## config.mk

```make
export PLATFORM = sky130hd
export DESIGN_NAME = tilt_pid_balance_controller
export DESIGN_NICKNAME = d
export VERILOG_FILES = /design/src/rtl/tpid_pkg.sv /design/src/rtl/tpid_cfg.sv /design/src/rtl/tpid_front.sv /design/src/rtl/tpid_mult.sv /design/src/rtl/tpid_reduce.sv /design/src/rtl/tpid_out.sv /design/src/rtl/tilt_pid_balance_controller.sv
export SDC_FILE = /design/constraint.sdc
export NUM_CORES = 2
export LEC_CHECK = 0
export BUFFER_PORTS_ARGS = -buffer_cell sky130_fd_sc_hd__buf_2
export CORE_MARGIN = 4
export CORE_UTILIZATION = 45
export CTS_CLUSTER_SIZE = 20
export DETAILED_ROUTE_END_ITERATION = 10
export PLACE_DENSITY = 0.57
export SETUP_SLACK_MARGIN = 0.1
export SYNTH_ARGS = -nofsm -noshare
export SYNTH_HDL_FRONTEND = slang
export SYNTH_SLANG_ARGS = --single-unit
```

## constraint.sdc

```tcl
create_clock -name clk -period 10.3 [get_ports clk]
set_input_delay 1.545 -clock clk [delete_from_list [all_inputs] [get_ports clk]]
set_output_delay 1.545 -clock clk [all_outputs]
set_load 0.02 [all_outputs]
```

## src/rtl/tpid_pkg.sv

```systemverilog
// shared widths, constants and stage word types for the tilt pid controller
package tpid_pkg;

  localparam int TILT_W  = 17;
  localparam int ERR_W   = 18;
  localparam int DIFF_W  = 19;
  localparam int INTEG_W = 23;
  localparam int KP_W    = 15;
  localparam int KI_W    = 12;
  localparam int KD_W    = 12;
  localparam int CFG_W   = 15;
  localparam int IDX_W   = 2;

  // prescaled gains: kp * 100 and kd * 10000
  localparam int KPS_W = 22;
  localparam int KDS_W = 26;

  localparam int P_W   = KPS_W + 1 + ERR_W;
  localparam int I_W   = KI_W + 1 + INTEG_W;
  localparam int D_W   = KDS_W + 1 + DIFF_W;
  localparam int NUM_W = D_W + 1;

  localparam int QIN_W = 15;
  localparam int RECIP_W = 13;
  localparam int RECIP_SH = 19;
  localparam int VAL_W = 9;
  localparam int DRV_W = 8;

  localparam logic [KPS_W-1:0] KPS_RESET = KPS_W'(7680 * 100);
  localparam logic [KI_W-1:0]  KI_RESET  = KI_W'(128);
  localparam logic [KDS_W-1:0] KDS_RESET = KDS_W'(384 * 10000);

  localparam logic [6:0]  P_SCALE = 7'd100;
  localparam logic [13:0] D_SCALE = 14'd10000;

  localparam logic signed [INTEG_W:0] INTEG_LIM = (INTEG_W+1)'(2560000);
  localparam logic signed [TILT_W-1:0] STOP_ANGLE = TILT_W'(11520);
  localparam logic signed [NUM_W-1:0] SUM_LIM = NUM_W'(64'd1671168000);
  // ceil(2^19 / 100), exact floor for quotient inputs below 25600
  localparam logic [RECIP_W-1:0] RECIP_100 = RECIP_W'(5243);
  localparam logic signed [VAL_W-1:0] VAL_MAX = VAL_W'(255);
  localparam logic signed [VAL_W-1:0] DRV_MAX = VAL_W'(127);

  typedef enum logic [IDX_W-1:0] {
    REG_PROP  = 2'd0,
    REG_INTEG = 2'd1,
    REG_DERIV = 2'd2
  } reg_idx_t;

  typedef struct packed {
    logic [KPS_W-1:0] kps;
    logic [KI_W-1:0]  ki;
    logic [KDS_W-1:0] kds;
  } gains_t;

  typedef struct packed {
    logic signed [ERR_W-1:0]   err;
    logic signed [INTEG_W-1:0] integ;
    logic signed [DIFF_W-1:0]  diff;
    logic                      stop;
  } front_t;

  typedef struct packed {
    logic signed [P_W-1:0] p;
    logic signed [I_W-1:0] i;
    logic signed [D_W-1:0] d;
    logic                  stop;
  } prod_t;

  typedef struct packed {
    logic              sat_hi;
    logic              sat_lo;
    logic              neg;
    logic [QIN_W-1:0]  qin;
    logic              stop;
  } red_t;

endpackage

```

## src/rtl/tpid_cfg.sv

```systemverilog
// gain registers, stored prescaled for the product stage
module tpid_cfg (
  input  logic                           clk,
  input  logic                           rst_n,
  input  logic                           cfg_we,
  input  logic [tpid_pkg::IDX_W-1:0]     cfg_index,
  input  logic [tpid_pkg::CFG_W-1:0]     cfg_wdata,
  output tpid_pkg::gains_t               gains
);

  tpid_pkg::gains_t gains_r;
  tpid_pkg::gains_t gains_nxt;

  always_comb begin
    gains_nxt = gains_r;
    if (cfg_we) begin
      unique case (cfg_index)
        tpid_pkg::REG_PROP:
          gains_nxt.kps = tpid_pkg::KPS_W'(cfg_wdata[tpid_pkg::KP_W-1:0])
                        * tpid_pkg::KPS_W'(tpid_pkg::P_SCALE);
        tpid_pkg::REG_INTEG:
          gains_nxt.ki = cfg_wdata[tpid_pkg::KI_W-1:0];
        tpid_pkg::REG_DERIV:
          gains_nxt.kds = tpid_pkg::KDS_W'(cfg_wdata[tpid_pkg::KD_W-1:0])
                        * tpid_pkg::KDS_W'(tpid_pkg::D_SCALE);
        default: gains_nxt = gains_r;
      endcase
    end
  end

  always_ff @(posedge clk) begin
    if (!rst_n) begin
      gains_r.kps <= tpid_pkg::KPS_RESET;
      gains_r.ki  <= tpid_pkg::KI_RESET;
      gains_r.kds <= tpid_pkg::KDS_RESET;
    end else begin
      gains_r <= gains_nxt;
    end
  end

  assign gains = gains_r;

endmodule

```

## src/rtl/tpid_front.sv

```systemverilog
// input stage: target capture, error, clamped integral, error difference, tilt stop
module tpid_front (
  input  logic                                 clk,
  input  logic                                 rst_n,
  input  logic                                 up_valid,
  output logic                                 up_ready,
  input  logic signed [tpid_pkg::TILT_W-1:0]   tilt,
  input  logic                                 capture,
  output logic                                 dn_valid,
  input  logic                                 dn_ready,
  output tpid_pkg::front_t                     dn_word
);

  logic signed [tpid_pkg::TILT_W-1:0]  target_r, target_nxt;
  logic signed [tpid_pkg::INTEG_W-1:0] integ_r, integ_nxt;
  logic signed [tpid_pkg::ERR_W-1:0]   prev_r;
  logic                                valid_r;
  tpid_pkg::front_t                    word_r, word_nxt;

  logic signed [tpid_pkg::INTEG_W-1:0] integ_base;
  logic signed [tpid_pkg::INTEG_W:0]   integ_sum;
  logic                                take;

  assign up_ready = !valid_r || dn_ready;
  assign take     = up_valid && up_ready;

  always_comb begin
    target_nxt = capture ? tilt : target_r;
    integ_base = capture ? '0 : integ_r;
    word_nxt.err = tpid_pkg::ERR_W'(target_nxt) - tpid_pkg::ERR_W'(tilt);
    integ_sum = (tpid_pkg::INTEG_W+1)'(integ_base) + (tpid_pkg::INTEG_W+1)'(word_nxt.err);
    // anti-windup clamp
    priority if (integ_sum > tpid_pkg::INTEG_LIM) begin
      integ_nxt = tpid_pkg::INTEG_W'(tpid_pkg::INTEG_LIM);
    end else if (integ_sum < -tpid_pkg::INTEG_LIM) begin
      integ_nxt = tpid_pkg::INTEG_W'(-tpid_pkg::INTEG_LIM);
    end else begin
      integ_nxt = integ_sum[tpid_pkg::INTEG_W-1:0];
    end
    word_nxt.integ = integ_nxt;
    word_nxt.diff  = tpid_pkg::DIFF_W'(word_nxt.err) - tpid_pkg::DIFF_W'(prev_r);
    word_nxt.stop  = (tilt >= tpid_pkg::STOP_ANGLE) || (tilt <= -tpid_pkg::STOP_ANGLE);
  end

  always_ff @(posedge clk) begin
    if (!rst_n) begin
      target_r <= '0;
      integ_r  <= '0;
      prev_r   <= '0;
      valid_r  <= 1'b0;
    end else begin
      if (up_ready) begin
        valid_r <= up_valid;
      end
      if (take) begin
        target_r <= target_nxt;
        integ_r  <= integ_nxt;
        prev_r   <= word_nxt.err;
      end
    end
  end

  always_ff @(posedge clk) begin
    if (take) begin
      word_r <= word_nxt;
    end
  end

  assign dn_valid = valid_r;
  assign dn_word  = word_r;

endmodule

```

## src/rtl/tpid_mult.sv

```systemverilog
// product stage: the three gain multiplications
module tpid_mult (
  input  logic              clk,
  input  logic              rst_n,
  input  tpid_pkg::gains_t  gains,
  input  logic              up_valid,
  output logic              up_ready,
  input  tpid_pkg::front_t  up_word,
  output logic              dn_valid,
  input  logic              dn_ready,
  output tpid_pkg::prod_t   dn_word
);

  logic            valid_r;
  tpid_pkg::prod_t word_r, word_nxt;

  assign up_ready = !valid_r || dn_ready;

  always_comb begin
    word_nxt.p    = $signed({1'b0, gains.kps}) * up_word.err;
    word_nxt.i    = $signed({1'b0, gains.ki}) * up_word.integ;
    word_nxt.d    = $signed({1'b0, gains.kds}) * up_word.diff;
    word_nxt.stop = up_word.stop;
  end

  always_ff @(posedge clk) begin
    if (!rst_n) begin
      valid_r <= 1'b0;
    end else if (up_ready) begin
      valid_r <= up_valid;
    end
  end

  always_ff @(posedge clk) begin
    if (up_valid && up_ready) begin
      word_r <= word_nxt;
    end
  end

  assign dn_valid = valid_r;
  assign dn_word  = word_r;

endmodule

```

## src/rtl/tpid_reduce.sv

```systemverilog
// sum stage: pid sum, saturation detect and magnitude scaled by 2^-16
module tpid_reduce (
  input  logic              clk,
  input  logic              rst_n,
  input  logic              up_valid,
  output logic              up_ready,
  input  tpid_pkg::prod_t   up_word,
  output logic              dn_valid,
  input  logic              dn_ready,
  output tpid_pkg::red_t    dn_word
);

  logic                                valid_r;
  tpid_pkg::red_t                      word_r, word_nxt;
  logic signed [tpid_pkg::NUM_W-1:0]   num;
  logic [tpid_pkg::NUM_W-1:0]          mag;

  assign up_ready = !valid_r || dn_ready;

  always_comb begin
    num = tpid_pkg::NUM_W'(up_word.p) + tpid_pkg::NUM_W'(up_word.i)
        + tpid_pkg::NUM_W'(up_word.d);
    word_nxt.sat_hi = num >= tpid_pkg::SUM_LIM;
    word_nxt.sat_lo = num <= -tpid_pkg::SUM_LIM;
    word_nxt.neg    = num[tpid_pkg::NUM_W-1];
    mag = word_nxt.neg ? -num : num;
    // below the limit the magnitude fits 31 bits, so this is floor(|num| / 65536)
    word_nxt.qin  = mag[16 +: tpid_pkg::QIN_W];
    word_nxt.stop = up_word.stop;
  end

  always_ff @(posedge clk) begin
    if (!rst_n) begin
      valid_r <= 1'b0;
    end else if (up_ready) begin
      valid_r <= up_valid;
    end
  end

  always_ff @(posedge clk) begin
    if (up_valid && up_ready) begin
      word_r <= word_nxt;
    end
  end

  assign dn_valid = valid_r;
  assign dn_word  = word_r;

endmodule

```

## src/rtl/tpid_out.sv

```systemverilog
// result stage: divide by 100, sign, clamps and the result register
module tpid_out (
  input  logic                                clk,
  input  logic                                rst_n,
  input  logic                                up_valid,
  output logic                                up_ready,
  input  tpid_pkg::red_t                      up_word,
  output logic                                out_valid,
  input  logic                                out_ready,
  output logic signed [tpid_pkg::DRV_W-1:0]   out_wheel_drive,
  output logic signed [tpid_pkg::VAL_W-1:0]   out_controller_value,
  output logic                                out_tilt_stop
);

  logic                                            valid_r;
  logic signed [tpid_pkg::DRV_W-1:0]               drive_r, drive_nxt;
  logic signed [tpid_pkg::VAL_W-1:0]               value_r, value_nxt;
  logic                                            stop_r;
  logic [tpid_pkg::QIN_W+tpid_pkg::RECIP_W-1:0]   prod;
  logic [tpid_pkg::DRV_W-1:0]                      quot;

  assign up_ready = !valid_r || out_ready;

  always_comb begin
    prod = up_word.qin * tpid_pkg::RECIP_100;
    // quotient stays below 255 when not saturated
    quot = prod[tpid_pkg::RECIP_SH +: tpid_pkg::DRV_W];
    priority if (up_word.sat_hi) begin
      value_nxt = tpid_pkg::VAL_MAX;
    end else if (up_word.sat_lo) begin
      value_nxt = -tpid_pkg::VAL_MAX;
    end else if (up_word.neg) begin
      value_nxt = -$signed({1'b0, quot});
    end else begin
      value_nxt = $signed({1'b0, quot});
    end
    priority if (up_word.stop) begin
      drive_nxt = '0;
    end else if (value_nxt > tpid_pkg::DRV_MAX) begin
      drive_nxt = tpid_pkg::DRV_W'(tpid_pkg::DRV_MAX);
    end else if (value_nxt < -tpid_pkg::DRV_MAX) begin
      drive_nxt = tpid_pkg::DRV_W'(-tpid_pkg::DRV_MAX);
    end else begin
      drive_nxt = value_nxt[tpid_pkg::DRV_W-1:0];
    end
  end

  always_ff @(posedge clk) begin
    if (!rst_n) begin
      valid_r <= 1'b0;
    end else if (up_ready) begin
      valid_r <= up_valid;
    end
  end

  always_ff @(posedge clk) begin
    if (up_valid && up_ready) begin
      drive_r <= drive_nxt;
      value_r <= value_nxt;
      stop_r  <= up_word.stop;
    end
  end

  assign out_valid            = valid_r;
  assign out_wheel_drive      = drive_r;
  assign out_controller_value = value_r;
  assign out_tilt_stop        = stop_r;

endmodule

```

## src/rtl/tilt_pid_balance_controller.sv

```systemverilog
// tilt balance pid controller: four-stage pipeline with clamped integral
//
// input channel: one pitch word per handshake (in_tilt_sample in 1/256 degree,
// in_capture_target to take this pitch as the new target and clear the integral).
// result channel: one word per input word, in order: out_wheel_drive,
// out_controller_value (clamped pid sum) and out_tilt_stop.
// gains are written on cfg_we with cfg_index 0 (kp), 1 (ki), 2 (kd); kp data is Q7.8,
// ki and kd data Q4.8; write them only while no word is in flight.
// path: a taken input word is registered in the input/state stage, multiply stage,
// sum stage and result register in turn before its result is valid.
// throughput: one word per cycle when out_ready is high; integral and previous error
// update in the input stage, so each word sees the state the previous one left.
// every stage has its own valid bit and holds when the next is full and stalled,
// so with out_ready low up to four words stay buffered and in_ready drops only
// when all stages hold a word.
// reset: gains return to 30.0, 0.5, 1.5; target, integral and previous error clear;
// the pipeline empties.
module tilt_pid_balance_controller (
  input  logic                                clk,
  input  logic                                rst_n,
  input  logic                                in_valid,
  output logic                                in_ready,
  input  logic signed [tpid_pkg::TILT_W-1:0]  in_tilt_sample,
  input  logic                                in_capture_target,
  output logic                                out_valid,
  input  logic                                out_ready,
  output logic signed [tpid_pkg::DRV_W-1:0]   out_wheel_drive,
  output logic signed [tpid_pkg::VAL_W-1:0]   out_controller_value,
  output logic                                out_tilt_stop,
  input  logic                                cfg_we,
  input  logic [tpid_pkg::IDX_W-1:0]          cfg_index,
  input  logic [tpid_pkg::CFG_W-1:0]          cfg_wdata
);

  tpid_pkg::gains_t gains;
  tpid_pkg::front_t front_word;
  tpid_pkg::prod_t  prod_word;
  tpid_pkg::red_t   red_word;
  logic front_valid, front_ready;
  logic prod_valid, prod_ready;
  logic red_valid, red_ready;

  tpid_cfg u_cfg (
    .clk       (clk),
    .rst_n     (rst_n),
    .cfg_we    (cfg_we),
    .cfg_index (cfg_index),
    .cfg_wdata (cfg_wdata),
    .gains     (gains)
  );

  tpid_front u_front (
    .clk      (clk),
    .rst_n    (rst_n),
    .up_valid (in_valid),
    .up_ready (in_ready),
    .tilt     (in_tilt_sample),
    .capture  (in_capture_target),
    .dn_valid (front_valid),
    .dn_ready (front_ready),
    .dn_word  (front_word)
  );

  tpid_mult u_mult (
    .clk      (clk),
    .rst_n    (rst_n),
    .gains    (gains),
    .up_valid (front_valid),
    .up_ready (front_ready),
    .up_word  (front_word),
    .dn_valid (prod_valid),
    .dn_ready (prod_ready),
    .dn_word  (prod_word)
  );

  tpid_reduce u_reduce (
    .clk      (clk),
    .rst_n    (rst_n),
    .up_valid (prod_valid),
    .up_ready (prod_ready),
    .up_word  (prod_word),
    .dn_valid (red_valid),
    .dn_ready (red_ready),
    .dn_word  (red_word)
  );

  tpid_out u_out (
    .clk                  (clk),
    .rst_n                (rst_n),
    .up_valid             (red_valid),
    .up_ready             (red_ready),
    .up_word              (red_word),
    .out_valid            (out_valid),
    .out_ready            (out_ready),
    .out_wheel_drive      (out_wheel_drive),
    .out_controller_value (out_controller_value),
    .out_tilt_stop        (out_tilt_stop)
  );

`ifndef NO_ASSERTIONS
  a_reset_empty: assert property (@(posedge clk) !rst_n |=> !out_valid)
    else $error("result valid right after reset");

  a_stop_zero_drive: assert property (@(posedge clk) disable iff (!rst_n)
    (out_valid && out_tilt_stop) |-> (out_wheel_drive == '0))
    else $error("drive not zero during tilt stop");

  a_value_range: assert property (@(posedge clk) disable iff (!rst_n)
    out_valid |-> (out_controller_value <= tpid_pkg::VAL_MAX) &&
                  (out_controller_value >= -tpid_pkg::VAL_MAX))
    else $error("controller value out of range");

  a_drive_follows_value: assert property (@(posedge clk) disable iff (!rst_n)
    (out_valid && !out_tilt_stop && (out_controller_value <= tpid_pkg::DRV_MAX) &&
     (out_controller_value >= -tpid_pkg::DRV_MAX))
      |-> (tpid_pkg::VAL_W'(out_wheel_drive) == out_controller_value))
    else $error("drive differs from unclamped controller value");

  a_full_blocks_input: assert property (@(posedge clk) disable iff (!rst_n)
    (out_valid && !out_ready && front_valid && prod_valid && red_valid) |-> !in_ready)
    else $error("input taken while pipeline full and stalled");
`endif

endmodule
```

Yosys cells after proc, flatten, opt, wreduce, memory -nomap -nowiden --
Cells that the tools add are included. Widths: inputs -> output; s select.
Storage, ports and cells: register bits 338, input bits 40, output and inout port bits 20, logic and storage cells 78
Cells by class: add/sub/neg operators 7, multiply operators 6, $lt $le $gt $ge 8, equal/unequal tests 2, multiplexer cells 10, reductions and logical operators 18
Operator list (number):
- $mux 23 | 3
- $add 42x46->47 | 1
- $ge 47x32->1 const B | 1
- $le 47x32->1 const B | 1
- $add 41x36->42 | 1
- $mul 23x19->42 | 1
- $mul 21x18->39 | 1
- $mul 13x23->36 | 1
- $mux 31 | 1
- $neg 31->31 | 1
- $mul 15x13->27 const B | 1
- $mux 9 | 3
- $add 23x18->24 | 1
- $gt 24x23->1 const B | 1
- $lt 24x23->1 const B | 1
- $mul 12x10->22 const B | 1
- $mul 15x5->20 const B | 1
- $sub 18x18->19 | 1
- $sub 17x17->18 | 1
- $ge 17x15->1 const B | 1
- $le 17x15->1 const B | 1
- $mux 17 | 1
- $gt 9x8->1 const B | 1
- $lt 9x8->1 const B | 1
- other kinds (11) | 23

Depth between registers and ports, before layout --
depth in word-level cells 8, depth in mapped cells 28, mapped depth without buffers 26

Cells and area by module --
Synthesis repeated with hierarchy kept, for this count alone.
Unflattened totals: cells, all modules 7219, area total of the unflattened synthesis 66512.5 sq um
Modules (own cells, without submodules):
- tpid_mult | instances 1, cells each 4609, area an instance 43123.9 sq um, sequential area each 3743.6 sq um
- tpid_front | instances 1, cells each 861, area an instance 7870.0 sq um, sequential area each 3012.9 sq um
- tpid_cfg | instances 1, cells each 616, area an instance 5367.6 sq um, sequential area each 1081.0 sq um
- tpid_reduce | instances 1, cells each 625, area an instance 5207.5 sq um, sequential area each 590.6 sq um
- tpid_out | instances 1, cells each 508, area an instance 4943.5 sq um, sequential area each 560.5 sq um

Worst setup path before layout --
OpenSTA, ideal clock, no wires.
path kind input to register, start input port out_ready, end register u_mult.word_r, in the netlist u_mult.dn_word[0], enable pin, library setup time 0.611 ns, arrival 7.051 ns, data required time 9.689 ns, path slack 2.638 ns, cell stages on the path 3, buffers on the path 0, cells stage by stage nor2b_1 > and3_1 > nor2b_1
Between the ends: cells in the longest elaborated chain, start to end 4
RTL lines:
- start, declared | line tilt_pid_balance_controller.sv:26 | input logic out_ready,
- $logic_or 1x1->1 | line tpid_out.sv:22 | assign up_ready = !valid_r || out_ready;
- $logic_or 1x1->1 | line tpid_reduce.sv:18 | assign up_ready = !valid_r || dn_ready;
- $logic_or 1x1->1 | line tpid_mult.sv:17 | assign up_ready = !valid_r || dn_ready;
- $logic_and 1x1->1 | line tpid_mult.sv:35 | if (up_valid && up_ready) begin
- end signal, assigned | line tpid_mult.sv:36 | word_r <= word_nxt;
- end, declared | line tpid_mult.sv:15 | tpid_pkg::prod_t word_r, word_nxt;
Every way passes these cells. A chain may end at the register's enable or synchronous reset.

==> impl_metrics.tcl <==
set metrics [dict create \
    clockRootBuffer "clkbuf_16" \
    place_congestion 0.867 \
    synth.top_cells.by_area "fa_1 (34%), ha_1 (14%), edfxtp_1 (11%)" \
    postRouteWirelength_microns 157000 \
    run_status "finished, final reports clean" \
    synth_top_area_share_pct 33.8 \
    worst_path_most_repeated_cell "nor2_1" \
    cp_data_required_time_ns 10.61 \
    syn2layout_area_growth_pct 5.58 \
    critPathCaptureType "register" \
    synthesized_area_divided_by_synthesized_cell_count_sq_um 9.29 \
    timing_worst_slew_pin_value_ns 1.15 \
    antenna_violations_before_repair 6 \
    synth-async-reset-ratio_pct 0 \
    syn_area_sq_um 60500 \
    timing_hold_violations_final 0 \
    drt_drc_violations_left 0 \
    post_synth_inst_count 6519 \
    crit_slowest_cell "o22ai_1" \
    globalRouteTotalUtil_pct 22.8 \
    floorplan.die.height_microns 375 \
    multi_input_comb_area_sq_um 45900 \
    fill_cells 12800 \
    yosys_warnings 0 \
    worstSetupStartpoint "in_capture_target" \
    finalClockSkew_ns 0.0349 \
    drt-wirelength-per-cell_microns 19.1 \
    ant_nets 0 \
    num-nets-final 8166 \
    critical-path-max-stage-delay_ns 0.75 \
    edff_count_synth 216 \
    timing.hold.worst.start "u_front.target_r[15]" \
    drive_gt1_share_pct 4.20 \
    clk_pin_slew_ns 0.06 \
    dieWidth_microns 375 \
    worstPathMaxFanout 39 \
    critical_path_class "in2reg" \
    detailedPlace.worstSlack_ns 1.74 \
    finalCoreUtilization_pct 47.8 \
    vias_per_cell 5.26 \
    maxSlewViolCount 0 \
    clock_tree.htree_level_count 2 \
    grt_setup_unrepaired "false" \
    grt-ovfl-total 0 \
    path_cells "buf_2 > buf_4 > mux2_2 > ha_1 > o21ai_0 > a21boi_0 > o21a_1 > o21ai_1 > a21oi_1 > o31ai_1 > o21ai_1 > a41o_1 > or4b_1 > nand2_1 > ha_1 > or3_1 > o21ai_0 > nor2_1 > a41o_1 > o22ai_1 > nor2_1 > a22oi_4 > nor2_1" \
    synth_nets 8274 \
    cts.sinks 332 \
    layout.area.seq_sq_um 8810 \
    r2r-start "u_front.dn_word[7]" \
    clkLatencyLatePin_ns 0.61 \
    yosys.area.top_type "fa_1" \
    grt_first_pass_wirelength_microns 254000 \
    synth_cell_type_count 100 \
    cts-resized-gates 0 \
    drtPass1Iterations 6 \
    numCtsBuffers 42 \
    finalCritPeriodShare_pct 77.1 \
    grt_start_max_net_pins 78 \
    layout_setup_ws_ns 2.35 \
    final_setup_tns_ns 0 \
    drt_first_iter_violations 2498 \
    routed-via-count 43200 \
    max_freq_ghz 0.126 \
    cts_buffer_depth 3 \
    cp-start-kind "primary input" \
    tritoncts "done" \
    floorplan.initialDensity_pct 45.3 \
    relSlewSlack_pct 23.2 \
    hp-class "reg2reg" \
    floorplan.io_pins 60 \
    ys_seq_elements 332 \
    number_of_buffers_added_for_setup_after_cts 0 \
    crit_path_arrival_time_ns 8.26 \
    holdBufCountCts 0 \
    dp_hpwl_microns 125000 \
    design.core.area_sq_um 134000 \
    fin_hold_ws_ns 0.453 \
    maxCapViolations 0 \
    die_footprint_sq_um 140000 \
    fp-row-count 134 \
    finalSetupViolCount 0 \
    timing.final.crit_period_ns 7.95 \
    ys.flop_type "edfxtp_1" \
    synth.yosys.seq_area_share_pct 14.5 \
    grt_pass1_vias 45200 \
    port-buffer-count 59 \
]
-- layout make-up --
cell class / count / area share (%)
Clock inverter: 28 / 0.491
Sequential cell: 332 / 13.8
Timing Repair Buffer: 115 / 1.12
Tap cell: 1768 / 3.46
Clock buffer: 50 / 1.79
Inverter: 1288 / 7.57
Antenna cell: 4 / 0.0157
Multi-Input combinational cell: 4632 / 71.8
-- cell usage after synthesis (12+ instances only) --
| master | n |
|---|---|
| a211oi_1 | 35 |
| or3_1 | 25 |
| o21a_1 | 40 |
| nand4_1 | 21 |
| nand2b_1 | 67 |
| a31oi_1 | 33 |
| nor2b_1 | 59 |
| a21o_1 | 96 |
| inv_1 | 1286 |
| xor2_1 | 67 |
| nor3_1 | 54 |
| nor2_1 | 169 |
| xnor2_1 | 161 |
| and2_1 | 429 |
| o21ai_0 | 119 |
| ha_1 | 693 |
| and3_1 | 32 |
| fa_1 | 1022 |
| or2_2 | 12 |
| a21oi_1 | 254 |
| mux2_2 | 18 |
| o211ai_1 | 28 |
| nand2_1 | 861 |
| clkbuf_1 | 248 |
| o21bai_1 | 25 |
| nand3_1 | 68 |
| edfxtp_1 | 216 |
| o31ai_1 | 23 |
| dfxtp_1 | 116 |
-- state kept, by name, summed over array words and instances (netlist names), 9 cells and up --
| name | count |
|---|---|
| u_front.integ_r | 23 |
| u_front.target_r | 17 |
| u_reduce.dn_word | 19 |
| u_front.dn_word | 61 |
| u_out.out_controller_value | 9 |
| u_front.prev_r | 18 |
| u_cfg.gains | 54 |
| u_mult.dn_word | 118 |
-- cells by family after synthesis --
kind of cell,synth area share [%]
mux,0.451
compound gates,9.04
flops,14.5
simple gates,14.8
buf+inv,9.69
fa+ha+maj,48.1
xor+xnor,3.36
-- path summary, 6_finish.rpt --
check	slack [ns]	to	cells past startpoint
setup / recovery	2.35	u_front.dn_word[26]	23
hold / removal	0.45	u_front.target_r[15]	2
setup reg to reg	2.49	u_mult.dn_word[46]	24
hold reg to reg	0.45	u_front.target_r[15]	2
-- metal layers --
layer	share of wire (%)	vias to the layer above	GRT usage, %
met3	5.6	162	3.45
met2	46	990	37.0
met4	2.3	2	5.30
met1	46	21700	32.5
met5	0.0076	-	0
li1	-	20300	-
-- metrics by stage --
stage | instances | instance area, sq um
2_1_floorplan | 6519 | 60500
3_3_place_gp | 8135 | 62500
3_5_place_dp | 8135 | 62500
4_1_cts | 8213 | 63900
5_1_grt | 8215 | 63900
6_report | 8217 | 63900
-- cell usage in the layout (no fill, tap or decap), types with 10 or more instances in the layout --
master / count
nor2b_1: 58
buf_2: 59
nand2_1: 860
a211oi_1: 35
a31oi_1: 33
and3_1: 32
o21a_1: 40
a41oi_1: 10
clkbuf_16: 44
a21o_1: 96
nor3_1: 54
o211ai_1: 28
nor4_1: 11
nand2b_1: 67
or3_1: 25
nand4_1: 21
buf_4: 56
edfxtp_1: 216
fa_1: 1022
xor2_1: 67
dfxtp_1: 116
o21bai_1: 25
a211o_1: 11
a31o_2: 10
xnor2_1: 161
o21ai_0: 119
nand3_1: 68
a21oi_1: 254
inv_1: 1285
and2_1: 429
nand3b_1: 11
or2_2: 12
o31ai_1: 23
mux2_2: 18
ha_1: 693
nor2_1: 169
-- worst max-delay path: cells and delay by family --
kind | cells | cell delay [ns]
buf+inv | 2 | 0.53
simple gates | 6 | 1.57
mux | 1 | 0.41
compound gates | 12 | 3.53
fa+ha+maj | 2 | 0.66
Power is not shown: default switching activity piles up to over one toggle a cycle in this logic, so the estimate is an artifact.
